$ cat src/hdl/atcw_pkg.sv
// atcw_pkg: shared constants, mode and register codes, and control structs
// for the terminal cell writer. No dependencies; imported by every module.
`default_nettype none

package atcw_pkg;

  localparam logic [1:0] MODE_BYTE  = 2'd0;
  localparam logic [1:0] MODE_FLUSH = 2'd1;
  localparam logic [1:0] MODE_READ  = 2'd2;

  localparam logic CFG_NORMAL  = 1'b0;
  localparam logic CFG_REVERSE = 1'b1;

  localparam logic [7:0] RESET_NORMAL_ATTR  = 8'h07;
  localparam logic [7:0] RESET_REVERSE_ATTR = 8'h70;

  localparam logic [7:0] ESC_BYTE    = 8'h1b;
  localparam logic [7:0] BLANK_CHAR  = 8'h20;
  localparam logic [7:0] CHAR_CR     = 8'h0d;
  localparam logic [7:0] CHAR_LF     = 8'h0a;
  localparam logic [7:0] CHAR_OPEN   = 8'h5b;
  localparam logic [7:0] CHAR_QUEST  = 8'h3f;
  localparam logic [7:0] CHAR_SEMI   = 8'h3b;
  localparam logic [7:0] CHAR_ZERO   = 8'h30;
  localparam logic [7:0] CHAR_NINE   = 8'h39;
  localparam logic [7:0] CHAR_CUP    = 8'h48;
  localparam logic [7:0] CHAR_EL     = 8'h4b;
  localparam logic [7:0] CHAR_SGR    = 8'h6d;
  localparam logic [7:0] CHAR_SET    = 8'h68;
  localparam logic [7:0] CHAR_RESET  = 8'h6c;

  localparam logic [7:0] SGR_NORMAL  = 8'd0;
  localparam logic [7:0] SGR_INVERSE = 8'd7;
  localparam logic [7:0] NUM_MAX     = 8'd255;

  localparam logic [15:0] BLANK_WORD = {RESET_NORMAL_ATTR, BLANK_CHAR};

  typedef struct packed {
    logic start;
    logic take;
  } ctrl_cmd_t;

  typedef struct packed {
    logic idle;
    logic done;
  } ctrl_stat_t;

endpackage

`default_nettype wire

$ cat src/hdl/atcw_ctrl.sv
// atcw_ctrl: escape parser, cursor and attribute state, and the sequencer
// that drives cell writes, line erase and cell reads. Uses atcw_pkg.
`default_nettype none

module atcw_ctrl #(
  parameter int COLUMNS = 80,
  parameter int ROWS    = 25,
  localparam int CELLS  = COLUMNS * ROWS,
  localparam int ADDR_W = $clog2(CELLS),
  localparam int COL_W  = $clog2(COLUMNS + 1),
  localparam int ROW_W  = (ROWS > 1) ? $clog2(ROWS) : 1
) (
  input  logic                  clk,
  input  logic                  rst,
  input  atcw_pkg::ctrl_cmd_t   cmd,
  output atcw_pkg::ctrl_stat_t  stat,
  input  logic [1:0]            mode,
  input  logic [7:0]            byte_in,
  input  logic [ADDR_W-1:0]     cell_index,
  input  logic [7:0]            normal_attribute,
  input  logic [7:0]            reverse_attribute,
  output logic                  wr_en,
  output logic [ADDR_W-1:0]     wr_addr,
  output logic [15:0]           wr_data,
  output logic                  rd_en,
  output logic [ADDR_W-1:0]     rd_addr,
  input  logic [15:0]           rd_data,
  output logic [15:0]           res_word,
  output logic                  res_show,
  output logic [COL_W-1:0]      res_col,
  output logic [ROW_W-1:0]      res_row
);
  import atcw_pkg::*;

  localparam logic [COL_W-1:0]  COL_END    = COL_W'(COLUMNS);
  localparam logic [ROW_W-1:0]  LAST_ROW   = ROW_W'(ROWS - 1);
  localparam logic [7:0]        LAST_COL_B = 8'(COLUMNS - 1);
  localparam logic [7:0]        LAST_ROW_B = 8'(ROWS - 1);
  localparam logic [ADDR_W:0]   CELL_LIMIT = (ADDR_W + 1)'(CELLS);

  typedef enum logic [4:0] {
    S_IDLE   = 5'b00001,
    S_EXEC   = 5'b00010,
    S_ERASE  = 5'b00100,
    S_RDWAIT = 5'b01000,
    S_DONE   = 5'b10000
  } state_t;

  typedef enum logic [5:0] {
    PH_TEXT = 6'b000001,
    PH_ESC  = 6'b000010,
    PH_OPEN = 6'b000100,
    PH_NUM1 = 6'b001000,
    PH_NUM2 = 6'b010000,
    PH_PRIV = 6'b100000
  } phase_t;

  function automatic logic [7:0] accumulate(input logic [7:0] acc, input logic [3:0] dig);
    logic [11:0] v;
    v = 12'(acc) * 12'd10 + 12'(dig);
    return (v > 12'(NUM_MAX)) ? NUM_MAX : v[7:0];
  endfunction

  state_t            state, state_next;
  phase_t            phase, phase_next;
  logic [COL_W-1:0]  cur_col, cur_col_next;
  logic [ROW_W-1:0]  cur_row, cur_row_next;
  logic [7:0]        attr, attr_next;
  logic [7:0]        first_num, first_num_next;
  logic              first_present, first_present_next;
  logic [7:0]        second_num, second_num_next;
  logic [COL_W-1:0]  erase_col, erase_col_next;
  logic [15:0]       res_word_next;
  logic              res_show_next;

  logic [1:0]        mode_q;
  logic [7:0]        byte_q;
  logic [ADDR_W-1:0] idx_q;

  logic              is_digit;
  logic [7:0]        first_acc;
  logic [7:0]        second_acc;
  logic [7:0]        row_pick;
  logic [7:0]        col_pick;
  logic              put_req;
  logic              plain_req;
  logic              finish_req;
  logic [7:0]        wr_char;
  logic [COL_W-1:0]  wr_col;
  logic [ADDR_W-1:0] row_base;

  assign is_digit   = (byte_q >= CHAR_ZERO) && (byte_q <= CHAR_NINE);
  assign first_acc  = accumulate(first_num, byte_q[3:0]);
  assign second_acc = accumulate(second_num, byte_q[3:0]);

  always_comb begin
    row_pick = (first_present && first_num != 8'd0) ? first_num - 8'd1 : 8'd0;
    if (row_pick > LAST_ROW_B) begin
      row_pick = LAST_ROW_B;
    end
    col_pick = (second_num != 8'd0) ? second_num - 8'd1 : 8'd0;
    if (col_pick > LAST_COL_B) begin
      col_pick = LAST_COL_B;
    end
  end

  assign row_base = ADDR_W'(ADDR_W'(cur_row) * ADDR_W'(COLUMNS));
  assign wr_addr  = row_base + ADDR_W'(wr_col);
  assign wr_data  = {attr, wr_char};
  assign rd_addr  = idx_q;

  always_comb begin
    state_next         = state;
    phase_next         = phase;
    cur_col_next       = cur_col;
    cur_row_next       = cur_row;
    attr_next          = attr;
    first_num_next     = first_num;
    first_present_next = first_present;
    second_num_next    = second_num;
    erase_col_next     = erase_col;
    res_word_next      = res_word;
    res_show_next      = res_show;
    put_req            = 1'b0;
    plain_req          = 1'b0;
    finish_req         = 1'b0;
    wr_en              = 1'b0;
    wr_char            = byte_q;
    wr_col             = cur_col;
    rd_en              = 1'b0;

    unique case (state)
      S_IDLE: begin
        if (cmd.start) begin
          res_word_next = 16'd0;
          res_show_next = 1'b0;
          state_next    = S_EXEC;
        end
      end
      S_EXEC: begin
        state_next = S_DONE;
        case (mode_q)
          MODE_BYTE: begin
            unique case (phase)
              PH_ESC: begin
                if (byte_q == CHAR_OPEN) begin
                  phase_next         = PH_OPEN;
                  first_num_next     = 8'd0;
                  first_present_next = 1'b0;
                  second_num_next    = 8'd0;
                end else begin
                  // lone escape lands as a cell, then the byte runs again as text
                  phase_next = PH_TEXT;
                  put_req    = 1'b1;
                  wr_char    = ESC_BYTE;
                  state_next = S_EXEC;
                end
              end
              PH_OPEN: begin
                if (byte_q == CHAR_QUEST) begin
                  phase_next = PH_PRIV;
                end else if (is_digit) begin
                  first_num_next     = first_acc;
                  first_present_next = 1'b1;
                  phase_next         = PH_NUM1;
                end else if (byte_q == CHAR_SEMI) begin
                  phase_next = PH_NUM2;
                end else begin
                  finish_req = 1'b1;
                end
              end
              PH_NUM1: begin
                if (is_digit) begin
                  first_num_next     = first_acc;
                  first_present_next = 1'b1;
                end else if (byte_q == CHAR_SEMI) begin
                  phase_next = PH_NUM2;
                end else begin
                  finish_req = 1'b1;
                end
              end
              PH_NUM2: begin
                if (is_digit) begin
                  second_num_next = second_acc;
                end else begin
                  finish_req = 1'b1;
                end
              end
              PH_PRIV: begin
                if (byte_q == CHAR_SET) begin
                  res_show_next = 1'b1;
                  phase_next    = PH_TEXT;
                end else if (byte_q == CHAR_RESET) begin
                  phase_next = PH_TEXT;
                end
              end
              default: begin
                plain_req = 1'b1;
              end
            endcase
          end
          MODE_FLUSH: begin
            res_show_next = 1'b1;
          end
          MODE_READ: begin
            if ({1'b0, idx_q} < CELL_LIMIT) begin
              rd_en      = 1'b1;
              state_next = S_RDWAIT;
            end
          end
          default: begin
          end
        endcase

        if (plain_req) begin
          if (byte_q == ESC_BYTE) begin
            phase_next = PH_ESC;
          end else if (byte_q == CHAR_CR) begin
            cur_col_next = '0;
          end else if (byte_q == CHAR_LF) begin
            cur_row_next = (cur_row < LAST_ROW) ? cur_row + ROW_W'(1) : LAST_ROW;
          end else begin
            put_req = 1'b1;
          end
        end

        if (finish_req) begin
          phase_next = PH_TEXT;
          if (byte_q == CHAR_CUP) begin
            cur_row_next = ROW_W'(row_pick);
            cur_col_next = COL_W'(col_pick);
          end else if (byte_q == CHAR_EL) begin
            erase_col_next = cur_col;
            state_next     = S_ERASE;
          end else if (byte_q == CHAR_SGR) begin
            if (first_num == SGR_INVERSE) begin
              attr_next = reverse_attribute;
            end else if (first_num == SGR_NORMAL) begin
              attr_next = normal_attribute;
            end
          end
        end

        if (put_req && cur_col < COL_END) begin
          wr_en        = 1'b1;
          cur_col_next = cur_col + COL_W'(1);
        end
      end
      S_ERASE: begin
        wr_col  = erase_col;
        wr_char = BLANK_CHAR;
        if (erase_col < COL_END) begin
          wr_en          = 1'b1;
          erase_col_next = erase_col + COL_W'(1);
        end else begin
          state_next = S_DONE;
        end
      end
      S_RDWAIT: begin
        res_word_next = rd_data;
        state_next    = S_DONE;
      end
      S_DONE: begin
        if (cmd.take) begin
          state_next = S_IDLE;
        end
      end
      default: begin
        state_next = S_IDLE;
      end
    endcase
  end

  always_ff @(posedge clk) begin
    if (rst) begin
      state         <= S_IDLE;
      phase         <= PH_TEXT;
      cur_col       <= '0;
      cur_row       <= '0;
      attr          <= RESET_NORMAL_ATTR;
      first_num     <= 8'd0;
      first_present <= 1'b0;
      second_num    <= 8'd0;
      erase_col     <= '0;
    end else begin
      state         <= state_next;
      phase         <= phase_next;
      cur_col       <= cur_col_next;
      cur_row       <= cur_row_next;
      attr          <= attr_next;
      first_num     <= first_num_next;
      first_present <= first_present_next;
      second_num    <= second_num_next;
      erase_col     <= erase_col_next;
    end
  end

  always_ff @(posedge clk) begin
    res_word <= res_word_next;
    res_show <= res_show_next;
    if (cmd.start) begin
      mode_q <= mode;
      byte_q <= byte_in;
      idx_q  <= cell_index;
    end
  end

  assign stat.idle = (state == S_IDLE);
  assign stat.done = (state == S_DONE);
  assign res_col   = cur_col;
  assign res_row   = cur_row;

  a_quiet_outside_work: assert property (@(posedge clk) disable iff (rst)
    (state == S_IDLE || state == S_DONE || state == S_RDWAIT) |-> !wr_en)
    else $error("cell write outside a working state");

  a_col_range: assert property (@(posedge clk) disable iff (rst)
    cur_col <= COL_END)
    else $error("cursor column beyond end of line");

  a_write_in_line: assert property (@(posedge clk) disable iff (rst)
    wr_en |-> (wr_col < COL_END))
    else $error("cell write past the last column");

  a_read_wait: assert property (@(posedge clk) disable iff (rst)
    rd_en |=> (state == S_RDWAIT))
    else $error("read issued without waiting for data");

  a_result_held: assert property (@(posedge clk) disable iff (rst)
    (state == S_DONE && !cmd.take) |=> (state == S_DONE && $stable(res_word)))
    else $error("finished result lost before hand-off");

endmodule

`default_nettype wire

$ cat config.mk
export PLATFORM = sky130hd
export DESIGN_NAME = atcw_ctrl
export DESIGN_NICKNAME = d
export VERILOG_FILES = /design/src/hdl/atcw_pkg.sv /design/src/hdl/atcw_ctrl.sv
export SDC_FILE = /design/constraint.sdc
export NUM_CORES = 1
export LEC_CHECK = 0
export BUFFER_PORTS_ARGS = -buffer_cell sky130_fd_sc_hd__buf_4
export CAP_MARGIN = 10
export CORE_UTILIZATION = 56
export CTS_BUF_LIST = sky130_fd_sc_hd__clkbuf_16
export DETAILED_ROUTE_END_ITERATION = 8
export PLACE_DENSITY = 0.81
export SYNTH_ARGS = -nofsm -noshare
export SYNTH_HDL_FRONTEND = slang
export SYNTH_SLANG_ARGS = --single-unit
$ cat constraint.sdc
create_clock -name clk -period 3.81 [get_ports clk]
set_input_delay 0.762 -clock clk [delete_from_list [all_inputs] [get_ports clk]]
set_output_delay 0.762 -clock clk [all_outputs]
set_load 0.005 [all_outputs]
==> results of run 1 <==
-- cell type report --
| class | count | area (um2) | area share |
|---|---|---|---|
| repair buffers | 134 | 1010 | 0.129 |
| multi-input cells | 610 | 4030 | 0.517 |
| clock inverters | 7 | 68.8 | 0.00881 |
| flip-flops and latches | 93 | 2240 | 0.287 |
| well taps | 140 | 175 | 0.0224 |
| clock buffers | 9 | 225 | 0.0288 |
| inverters | 12 | 57.6 | 0.00737 |
-- power groups by stage --
stage | combinational (mW) | clock, mW | sequential (mW)
after floorplan | 0.101 | 0 | 1.13
after global placement | 0.236 | 0 | 1.14
after detailed placement | 0.243 | 0 | 1.14
after CTS | 0.244 | 0.908 | 1.12
after global routing | 0.265 | 0.952 | 1.12
final | 0.245 | 0.902 | 1.12
-- repair_timing --
item | 4_1_cts | 5_1_grt
endpoints found under the setup margin | 0 | 1
hold buffers | 0 | 0
resized for setup | 0 | 1
-- worst max path at each step --
stage             start          end  slack, ns  cells past startpoint
2_1_floorplan  state[4]  wr_addr[10]       0.54                     13
3_3_place_gp   state[4]  wr_addr[10]       0.70                     12
3_5_place_dp   state[4]  wr_addr[10]       0.58                     12
4_1_cts        state[4]  wr_addr[10]       0.18                     12
5_1_grt        state[4]  wr_addr[10]       0.11                     12
6_report       state[4]  wr_addr[10]       0.27                     12
-- synth_stat cells, drive strengths merged (5+ instances only) --
library cell and instances:
a211oi 8, a21o 11, a21oi 47, a221oi 5
a31oi 7, and2 23, and3 9, buf 8
clkbuf 29, dfxtp 55, edfxtp 38, fa 6
ha 47, inv 11, mux2 6, mux2i 11
nand2 95, nand2b 10, nand3 21, nand4 10
nor2 66, nor2b 8, nor3 31, nor3b 8
nor4 12, o21a 10, o21ai 43, o31ai 12
or2 5, or3 5, or4 6, xnor2 18
xor2 10
-- per-layer routing --
metal  vias to the layer above  part of all wire  global-route usage
met3                        31             0.070              0.0451
li1                       2995                 -                   -
met1                      2955              0.42               0.398
met5                         -                 0                   0
met4                         0             0.017              0.0924
met2                       297              0.49               0.514
-- registers in the layout, indices dropped and copies added (netlist names), 6 cells and up --
register    flops
erase_col       7
phase           6
byte_q          8
rd_addr        11
first_num       8
attr            8
second_num      8
res_word       16
res_col         7
-- logic make-up after synthesis --
group	after synthesis	synth area share
AND/OR/NAND/NOR	329	0.261
AO/OA/AOI/OAI	183	0.185
flip-flops	93	0.345
adder cells (fa/ha/maj)	53	0.109
buffers and inverters	49	0.0349
XOR/XNOR	28	0.0377
multiplexers	17	0.0273
==> impl_metrics.yaml, run 1 <==
flow_run:
  max_cap_viol_count: 0
pwr:
  seqPwrFrac: 0.494
  p_leak_nw: 3.48
  p_total_mw: 2.27
  peakVddDrop_mv: 0.260
  p_sw_frac: 0.244
  clkPwrFrac: 0.398
  power_frac_comb: 0.108
  powerDensity_nw_per_um2: 290
  power_switching_mw: 0.553
  p_int_mw: 1.71
synth:
  synth-edff-count: 38
  synthTopCellsByArea: "edfxtp_1 (18%), dfxtp_1 (17%), ha_1 (9.1%)"
  avgSynthCellArea_um2: 8.64
  synth-seq-cells: 93
  synth-async-reset-ratio: 0
  synth_top_area_share: 0.176
  yosysUniqueCellTypes: 80
  netlist_area_um2: 6500
  syn_inst: 752
  synthFlopType: "dfxtp_1"
  yosysWarnings: 0
  synth_nets: 862
  yosysSeqAreaShare: 0.345
  netlist.top_cell.by_area: "edfxtp_1"
placement:
  dp.cells: 989
  port_buffers: 127
  pre_cts_slack_ns: 0.582
  postPlaceCellArea_um2: 7510
  dp_hpwl_mm: 13.4
  gp_congestion: 0.882
timing:
  fmax_mhz: 283
  worst_slack_ns: 0.272
  min_period_over_period: 0.929
  rsz0062_at_grt: "no"
  whs_ns: 0.472
  final_hold_viol_count: 0
  fin_crit_ns: 3.54
  setup_viol: 0
  finalSetupTns_ns: 0
  slew_viol_final: 0
  slew_headroom: 0.417
  finClkSkew_ns: 0.00989
  tightest_slew_ns: 0.875
clocking:
  ctsRootBufferMaster: "clkbuf_16"
  clk_pin_slew_ns: 0.06
  clock_sinks: 93
  cts_setup_buffers: 0
  htreeDepth: 3
  cts_tree: "done"
  numCtsBuffers: 9
  insertion_delay_ns: 0.35
  cts_buffer_depth: 2
layout:
  drive_gt1_frac: 0.200
  layout_commonest_cell: "buf_4"
  final_cells: 1005
  antenna_cells: 0
  layout-area-overhead-vs-synth_pct: 20.2
  final_nets: 970
  nFillCells: 855
  final_cell_area_um2: 7810
  fin_util: 0.705
  final_cell_mix: "buf_4 (134), nand2_1 (94), nor2_1 (66)"
worst_setup_path:
  reg2reg_from: "first_num[1]"
  cp.required_ns: 3.05
  r2r_slack_ns: 0.65
  cp_cell_sequence: "nor3_2 -> nand3b_1 -> nand2_1 -> nand2_1 -> ha_1 -> fa_1 -> a21o_1 -> nand2_1 -> nor3b_1 -> xnor2_1 -> xor2_1 -> buf_4"
  crit_arrival_ns: 2.78
  crit_type: "register to output pin"
  cpLargestDelayFamily: "simple AND/OR/NAND/NOR gates"
  crit_path_end_kind: "output pin"
  crit_top_cell: "nand2_1"
  critPathMaxFanout: 4
  slowest_stage: "fa_1"
  crit_buf_inv: 1
  reg2reg_depth: 9
  reg2reg_to: "first_num[6]"
  crit_path_start_kind: "register"
  slowest_delay_ns: 0.43
status:
  outcome: "complete, no violations"
routing:
  drt_iter0_markers: 634
  firstDrtPassIters: 5
  wl_per_cell_um: 18.0
  routed_wl_mm: 18.1
  drtAntennaViolNets: 0
  viasPerCell: 6.25
  via_count: 6278
  drc: 0
min_path:
  hold_path_depth: 1
  min_path_type: "register to register"
  hold_path.startpoint: "attr[2]"
  hold_end: "attr[2]"
floorplan:
  rows: 38
  io_pins: 128
  core_um2: 11100
  dieArea_um2: 12000
  die_y_um: 110
  die_w_um: 110
  start_util: 0.586
global_route:
  track_usage: 0.303
  grt_max_degree: 45
  overflow: 0
  grt_antenna_before_repair: 0
  grt_pass1_wl_mm: 28.5
  grt_pass1_vias: 5786
Note: power is estimated with default switching activity, not from simulation.
==> run 2, diff against run 1 <==
--- a/config.mk
+++ b/config.mk
@@ -7,10 +7,10 @@
 export LEC_CHECK = 0
 export BUFFER_PORTS_ARGS = -buffer_cell sky130_fd_sc_hd__buf_4
 export CAP_MARGIN = 10
-export CORE_UTILIZATION = 56
+export CORE_UTILIZATION = 55
 export CTS_BUF_LIST = sky130_fd_sc_hd__clkbuf_16
 export DETAILED_ROUTE_END_ITERATION = 8
-export PLACE_DENSITY = 0.81
+export PLACE_DENSITY = 0.8
 export SYNTH_ARGS = -nofsm -noshare
 export SYNTH_HDL_FRONTEND = slang
 export SYNTH_SLANG_ARGS = --single-unit
==> run 2 against run 1 <==
  * Die area rose by 1.8%
  * Worst hold slack better by 0.0021 ns
  * Global-route usage shrank 0.57 points
  * Register-to-register slack barely moved
  * Clock power grew 9.3%
  * Critical path depth is the same
  * Core utilization is 2.1 points lower
  * Clock skew down 0.0015 ns
  * Clock-buffer cell count is the same
  * Final cell count is 0.30% higher
  * First-iteration DRC count decreased by 5.4%
  * Critical path type unchanged
  * Largest cell class unchanged
  * Largest power group unchanged
==> impl_metrics.yaml, run 2 (same netlist as run 1, synthesis figures left out) <==
routing:
  top_layer: "met4"
  firstDrtPassIters: 7
  wl_met3_mm: 1.33
  drtAntennaViolNets: 0
  wl_per_cell_um: 18.0
  wl_met1_mm: 7.44
  routed_wl_mm: 18.2
  drc: 0
  dr_wl_met2_mm: 9.01
  drt_iter0_markers: 600
  via_count: 6281
  viasPerCell: 6.23
floorplan:
  core_um2: 11500
  start_util: 0.567
  die_y_um: 111
  io_pins: 128
  die_w_um: 111
  dieArea_um2: 12300
  rows: 39
clocking:
  clk_pin_slew_ns: 0.07
  numCtsBuffers: 9
  htreeDepth: 3
  cts_buffer_depth: 2
  clock_sinks: 93
  cts_tree: "done"
  ctsHoldBuffers: 0
  ctsRootBufferMaster: "clkbuf_16"
  insertion_delay_ns: 0.35
worst_setup_path:
  crit_path_start_kind: "register"
  crit_arrival_ns: 2.73
  crit_type: "register to output pin"
  r2r_slack_ns: 0.65
  critPathMaxFanout: 4
  cp.required_ns: 3.05
  crit_path_end_kind: "output pin"
layout:
  layout_commonest_cell: "buf_4"
  final_nets: 970
  regMostFlops: "res_word"
  antenna_cells: 0
  layout-area-overhead-vs-synth_pct: 20.7
  drive_gt1_frac: 0.201
  final_cell_mix: "buf_4 (134), nand2_1 (94), nor2_1 (66)"
  fin_util: 0.684
  largest_reg_flops: 16
timing:
  rsz0062_at_grt: "no"
  slew_viol_final: 0
  finClkSkew_ns: 0.00835
  worst_slack_ns: 0.315
  fmax_mhz: 286
  slew_headroom: 0.424
  min_period_over_period: 0.917
  finalSetupTns_ns: 0
  fin_crit_ns: 3.49
  tightest_slew_ns: 0.863
  whs_ns: 0.474
  final_hold_viol_count: 0
  setup_viol: 0
global_route:
  track_usage: 0.297
  grt_antenna_before_repair: 0
  overflow: 0
  grt_pass1_vias: 6059
  grt_max_degree: 45
  grt_pass1_wl_mm: 29.8
min_path:
  min_path_type: "register to register"
placement:
  dp_hpwl_mm: 13.5
  gp_congestion: 0.886
  pre_cts_slack_ns: 0.621
  port_buffers: 127
pwr:
  peakVddDrop_mv: 0.266
  powerDensity_nw_per_um2: 300
  p_leak_nw: 3.50
flow_run:
  max_cap_viol_count: 0
status:
  outcome: "complete, no violations"
## run 2: cell count changes in the layout (fill, tap and decap cells not counted), sizes merged
cell / change
clkinv: -2
inv: +1
bufinv: +1
## run 2: area by class of cell
cell class / instances / area, um2
well taps: 143 / 179
multi-input cells: 610 / 4030
clock buffers: 9 / 225
fillers: 906 / 3630
flip-flops and latches: 93 / 2240
inverters: 12 / 57.6
repair buffers: 134 / 1010
clock inverters: 7 / 98.8
## run 2: repair_timing
action	4_1_cts	5_1_grt
hold endpoints to repair	0	0
resized for setup	0	1
buffers inserted	0	0
setup endpoints to repair	0	1
## run 2: stage by stage
step / area, um2 / total power, mW / cells
after floorplan: 6500 / 1.23 / 752
after global placement: 7510 / 1.38 / 992
after detailed placement: 7510 / 1.38 / 992
after CTS: 7840 / 2.35 / 1008
after global routing: 7840 / 2.41 / 1008
final: 7840 / 2.35 / 1008
## run 2: metal layers
| metal | vias up | GRT usage |
|---|---|---|
| met2 | 300 | 0.506 |
| met3 | 43 | 0.0470 |
| li1 | 2989 | - |
| met4 | 0 | 0.0951 |
| met1 | 2949 | 0.387 |
| met5 | - | 0 |
## run 2: critical path, stage by stage, from the launching register on
cell and delay [ns]:
dfxtp_1 0.34, nor3_2 0.23, nand3b_1 0.17, nand2_1 0.13
nand2_1 0.06, ha_1 0.21, fa_1 0.42, a21o_1 0.20
nand2_1 0.10, nor3b_1 0.07, xnor2_1 0.17, xor2_1 0.16
buf_4 0.12
## run 2: power by group
part | leakage (nW) | internal [mW] | switching, mW | total [mW]
registers | 0.816 | 1.09 | 0.0323 | 1.12
clock network | 0.161 | 0.579 | 0.408 | 0.986
logic | 2.52 | 0.122 | 0.123 | 0.245
## run 2: worst paths after layout
check	depth (start not counted)	end	startpoint
setup / recovery	12	wr_addr[10]	state[4]
hold / removal	2	first_present	first_present
setup reg to reg	9	first_num[1]	first_num[1]
hold reg to reg	2	first_present	first_present
==> run 3, diff against run 2 <==
==> constraint.sdc (replaced) <==
create_clock -name clk -period 4.3 [get_ports clk]
set_input_delay 0.86 -clock clk [delete_from_list [all_inputs] [get_ports clk]]
set_output_delay 0.86 -clock clk [all_outputs]
set_load 0.005 [all_outputs]
==> run 3 against run 2 <==
  * Final cell count is 0.30% lower
  * Worst hold slack better by 0.0086 ns
  * Die area stayed put
  * Largest cell class unchanged
==> impl_metrics.yaml, run 3 (same netlist as run 1, synthesis figures left out) <==
status:
  outcome: "complete, no violations"
routing:
  drc: 0
  via_count: 6222
  routed_wl_mm: 17.7
  drtAntennaViolNets: 0
  wl_per_cell_um: 17.6
  firstDrtPassIters: 6
  drt_iter0_markers: 588
  viasPerCell: 6.19
clocking:
  insertion_delay_ns: 0.35
  clock_sinks: 93
  cts_tree: "done"
  cts_setup_buffers: 0
  ctsRootBufferMaster: "clkbuf_16"
  ctsHoldBuffers: 0
  clk_pin_slew_ns: 0.07
  numCtsBuffers: 9
  htreeDepth: 3
  cts_buffer_depth: 2
  cts_resized: 0
pwr:
  clkPwrFrac: 0.382
  p_total_mw: 1.95
  seqPwrFrac: 0.507
  powerDensity_nw_per_um2: 251
  p_sw_frac: 0.250
  power_switching_mw: 0.488
  p_leak_nw: 3.46
  p_int_mw: 1.46
  power_frac_comb: 0.111
  peakVddDrop_mv: 0.309
global_route:
  overflow: 0
  grt_pass1_vias: 6062
  grt_antenna_before_repair: 0
  grt_max_degree: 45
  grt_pass1_wl_mm: 29.0
  track_usage: 0.290
layout:
  regMostFlops: "res_word"
  final_nets: 967
  antenna_cells: 0
  final_cells: 1005
  final_cell_mix: "buf_4 (131), nand2_1 (94), nor2_1 (66)"
  drive_gt1_frac: 0.196
  final_cell_area_um2: 7770
  layout_commonest_cell: "buf_4"
  nFillCells: 939
  fin_util: 0.677
  layout-area-overhead-vs-synth_pct: 19.5
  largest_reg_flops: 16
worst_setup_path:
  slowest_delay_ns: 0.42
  crit_top_cell: "nand2_1"
  critPathMaxFanout: 4
  cp_cell_sequence: "nor3_1 -> nand3b_1 -> nand2_1 -> nand2_1 -> ha_1 -> fa_1 -> a21o_1 -> nand2_1 -> nor3b_1 -> xnor2_1 -> xor2_1 -> buf_4"
  cp.required_ns: 3.44
  crit_path_start_kind: "register"
  crit_path_end_kind: "output pin"
  slowest_stage: "fa_1"
  crit_arrival_ns: 2.83
  crit_type: "register to output pin"
floorplan:
  core_um2: 11500
  io_pins: 128
  start_util: 0.567
  rows: 39
  die_y_um: 111
  die_w_um: 111
  dieArea_um2: 12300
timing:
  fmax_mhz: 271
  worst_slack_ns: 0.609
  final_hold_viol_count: 0
  slew_viol_final: 0
  slew_headroom: 0.375
  finClkSkew_ns: 0.00680
  whs_ns: 0.483
  finalSetupTns_ns: 0
  rsz0062_at_grt: "no"
  fin_crit_ns: 3.69
  min_period_over_period: 0.858
  tightest_slew_ns: 0.937
  setup_viol: 0
placement:
  dp.cells: 989
  gp_congestion: 0.908
  port_buffers: 127
  dp_hpwl_mm: 13.3
  pre_cts_slack_ns: 1.02
  postPlaceCellArea_um2: 7490
min_path:
  min_path_type: "register to register"
flow_run:
  max_cap_viol_count: 0
[run 3: power by group through the flow]
stage	logic [mW]	clock network, mW	registers [mW]
after floorplan	0.0895	0	1.00
after global placement	0.209	0	1.01
after detailed placement	0.214	0	1.01
after CTS	0.215	0.752	0.988
after global routing	0.234	0.781	0.993
final	0.216	0.746	0.989
[run 3: worst max-delay path: cells and delay by family, from the launching register on]
kind / cells / cell delay (ns)
compound gates: 1 / 0.20
xor+xnor: 2 / 0.33
fa+ha+maj: 2 / 0.63
buf+inv: 1 / 0.13
flops: 1 / 0.33
simple gates: 6 / 0.87
[run 3: routing by layer]
metal  vias to the layer above  share of wire  GRT usage  wire (um)
li1                       2973              -          -          -
met1                      2915           0.41      0.368       7180
met2                       291           0.49      0.488       8720
met3                        43          0.075     0.0503       1340
met4                         0          0.027      0.122        476
met5                         -              0          0          0
[run 3: final timing paths]
path,startpoint,to,slack (ns),cells past startpoint
worst max-delay path,state[4],wr_addr[10],0.61,12
worst min-delay path,attr[2],attr[2],0.48,1
worst max register to register,first_num[1],first_num[1],1.09,9
worst min register to register,attr[2],attr[2],0.48,1
[run 3: final cells by class]
class / count / area [um2] / area share
Multi-Input combinational cell: 610 / 4030 / 0.519
Timing Repair Buffer: 131 / 983 / 0.127
Clock inverter: 7 / 51.3 / 0.00661
Tap cell: 143 / 179 / 0.0230
Inverter: 12 / 57.6 / 0.00741
Sequential cell: 93 / 2240 / 0.289
Clock buffer: 9 / 225 / 0.0290
